### src/design/shelfa_ram.sv
module shelfa_ram #(
    parameter int WIDTH = 8,
    parameter int DEPTH = 16
) (
    input  logic                                     clk,
    input  logic                                     we,
    input  logic [(DEPTH > 1 ? $clog2(DEPTH) : 1)-1:0] waddr,
    input  logic [WIDTH-1:0]                         wdata,
    input  logic [(DEPTH > 1 ? $clog2(DEPTH) : 1)-1:0] raddr,
    output logic [WIDTH-1:0]                         rdata
);

    logic [WIDTH-1:0] mem [DEPTH];

    // single write port, registered read
    always_ff @(posedge clk)
    begin
        if (we)
        begin
            mem[waddr] <= wdata;
        end
        rdata <= mem[raddr];
    end

endmodule

### config.mk
export PLATFORM = sky130hd
export DESIGN_NAME = shelfa_ram
export DESIGN_NICKNAME = d
export VERILOG_FILES = /design/src/design/shelfa_ram.sv
export SDC_FILE = /design/constraint.sdc
export NUM_CORES = 1
export LEC_CHECK = 0
export BUFFER_PORTS_ARGS = -buffer_cell sky130_fd_sc_hd__buf_2
export CELL_PAD_IN_SITES_DETAIL_PLACEMENT = 0
export CELL_PAD_IN_SITES_GLOBAL_PLACEMENT = 2
export CORE_MARGIN = 2
export CORE_UTILIZATION = 54
export CTS_BUF_LIST = sky130_fd_sc_hd__clkbuf_8
export CTS_CLUSTER_DIAMETER = 30
export DETAILED_ROUTE_END_ITERATION = 8
export HOLD_SLACK_MARGIN = 0.03
export PLACE_DENSITY = 0.84
export SYNTH_ARGS = -nofsm -noshare
export SYNTH_HDL_FRONTEND = slang
export SYNTH_SLANG_ARGS = --single-unit
export TNS_END_PERCENT = 50
### constraint.sdc
create_clock -name clk -period 4.79 [get_ports clk]
set_input_delay 0.479 -clock clk [delete_from_list [all_inputs] [get_ports clk]]
set_output_delay 0.479 -clock clk [all_outputs]
set_load 0.01 [all_outputs]
==> reports/qor.yml <==
r2r_start: "mem[9][4]"
switching_share_pct: 20.89
intPower_uw: 1862
syn2layout_area_growth_pct: 11.96
slowest_delay_ns: 0.75
grt_overflow: 0
syn_area_um2: 5147
finClkSkew_ns: 0.007260
cp_slowest_cell: "buf_2"
wl_um: 9392
rsz0062_at_grt: "false"
p_leak_uw: 0.001903
rrSetupSlack_ns: 3.36
holdPathStages: 1
clk_pin_slew_ns: 0.07
clkPwrFrac_pct: 38.3
ys_seq_area_share_pct: 77.78
worst-setup-path-type: "input port to flop"
place_hpwl_um: 5704
start_util_pct: 55.71
drt_iter0_drc: 208
status: "finished, final reports clean"
crit_start: "raddr[0]"
ys_ff_latch: 136
cts_buffers: 17
cts_resized: 0
timing.setup.tns_ns: 0
min_from: "wdata[3]"
synth_cell_types: 19
fmax_mhz: 487.6
syn_nets: 247
required_ns: 5.08
crit_path_start_kind: "input port"
setup_violations: 0
worst_slew_pin_slew_ns: 1.087
vias: 2323
drv_slew: 0
path_cells: "buf_2 > mux4_1 > a22oi_1 > nand2_1"
track_usage_pct: 20.08
postCtsSetupBuffers: 0
ir_worst_vdd_mv: 0.1893
hp-class: "input port to flop"
power_frac_seq_pct: 56.8
clock-sinks: 136
r2r-end: "rdata[4]"
io_pins: 26
viasPerCell: 5.722
powerDensity_nw_per_um2: 408.4
diodes: 0
clk_latency_ns: 0.42
combPwrFrac_pct: 4.9
port_buffers: 25
final_common_cell: "edfxtp_1"
maxCapViolCount: 0
drtAntennaViolNets: 0
hold_buffers: 0
antenna_found_initial: 0
finalWeightedCongestion: 0.7225
p_sw_uw: 491.7
root_buffer: "clkbuf_8"
nNetsFinal: 282
critPathTopFamily: "buffers and inverters"
crit_fanout: 32
num_rows: 35
yosysWarnings: 0
clock_tree.buffer_depth: 2
relSlewSlack_pct: 27.29
drtPass1Iterations: 4
grt_pass1_vias: 2339
tritoncts: "built"
die_width_um: 101.6
wire_per_inst_um: 23.13
fp.dieH_um: 101.6
holdPathEnd: "mem[9][3]"
h-tree-depth: 4
crit_arrival_ns: 2.34
timing.final.crit_share_pct: 42.81
hold_viol: 0
die-area_um2: 10330
grt_pass1_wl_um: 13950
synth_cells: 229
grt_max_degree: 33
drc: 0
power_uw: 2354
rr_worst_depth: 3
end_kind: "flop"
final_cell_mix: "edfxtp_1 (128), buf_2 (25), clkbuf_8 (19)"
synth.avg_cell_area_um2: 22.48
drive_gt1_share_pct: 28.16
min_period_ns: 2.051
core_area_um2: 9240
critPathBufInv: 1
## worst max path at each step
| stage | cells past startpoint | end |
|---|---|---|
| 2_1_floorplan | 2 | mem[0][0] |
| 3_3_place_gp | 3 | mem[0][7] |
| 3_5_place_dp | 3 | mem[0][3] |
| 4_1_cts | 3 | mem[0][1] |
| 5_1_grt | 4 | rdata[4] |
| 6_report | 4 | rdata[4] |
## worst reg2reg max path, stage by stage, from the launching register on
cell and delay (ns):
edfxtp_1 0.36, mux4_1 0.50, a22oi_1 0.37, nand2_1 0.08
## synth_stat cells (all sizes together)
cell	instances	share of area [%]
a22oi	16	2.3
nor2b	1	0.12
edfxtp	128	75
clkdlybuf4s25	3	0.58
nand3	1	0.097
nand2	9	0.66
dfxtp	8	3.1
nand2b	2	0.24
and2b	1	0.15
and2	1	0.12
nand3b	2	0.29
buf	7	1.1
nor3	4	0.39
nor2	13	0.95
or3b	1	0.17
mux4	32	15
## logic make-up after synthesis
group,Yosys count,share of synthesized area (%)
flops,136,77.78
simple gates,35,3.184
mux,32,15.02
compound gates,16,2.334
buf+inv,10,1.677
## power by group through the flow
| stage | Sequential (uW) | Clock, uW | Combinational (uW) |
|---|---|---|---|
| after floorplan | 1360 | 0 | 67.5 |
| after global placement | 1360 | 0 | 116 |
| after detailed placement | 1360 | 0 | 119 |
| after CTS | 1340 | 917 | 119 |
| after global routing | 1340 | 957 | 128 |
| final | 1340 | 901 | 116 |
## flip-flops by register name (all words and copies together), names as in the netlist
name and count:
mem 128, rdata 8
## metrics by stage
stage                     area, um^2  setup WS, ns  hold slack (ns)  utilization [%]  instances
after floorplan                 5147         2.818           0.5779                -        229
after global placement          5365         2.192           0.6496            58.06        374
after detailed placement        5365         2.169           0.6567            58.06        374
after CTS                       5758         2.617           0.4196            62.32        406
after global routing            5763         2.564           0.4362            62.37        406
final                           5763         2.739           0.4371            62.37        406
## area by class of cell
class                           instances  area [um^2]
Sequential cell                       136         4004
Clock inverter                         13        131.4
Timing Repair Buffer                   26        132.6
Tap cell                              129        161.4
Fill cell                             648         3477
Multi-Input combinational cell         83         1072
Clock buffer                           19        261.5
## per-layer routing
metal / part of all wire (%) / track usage (%) / wire (um)
met1: 42 / 28.49 / 3917
met2: 51 / 30.97 / 4758
met3: 6.2 / 4.348 / 579
met4: 1.5 / 8.004 / 138
met5: 0 / 0 / 0
Power figures use the tool's default switching activity.
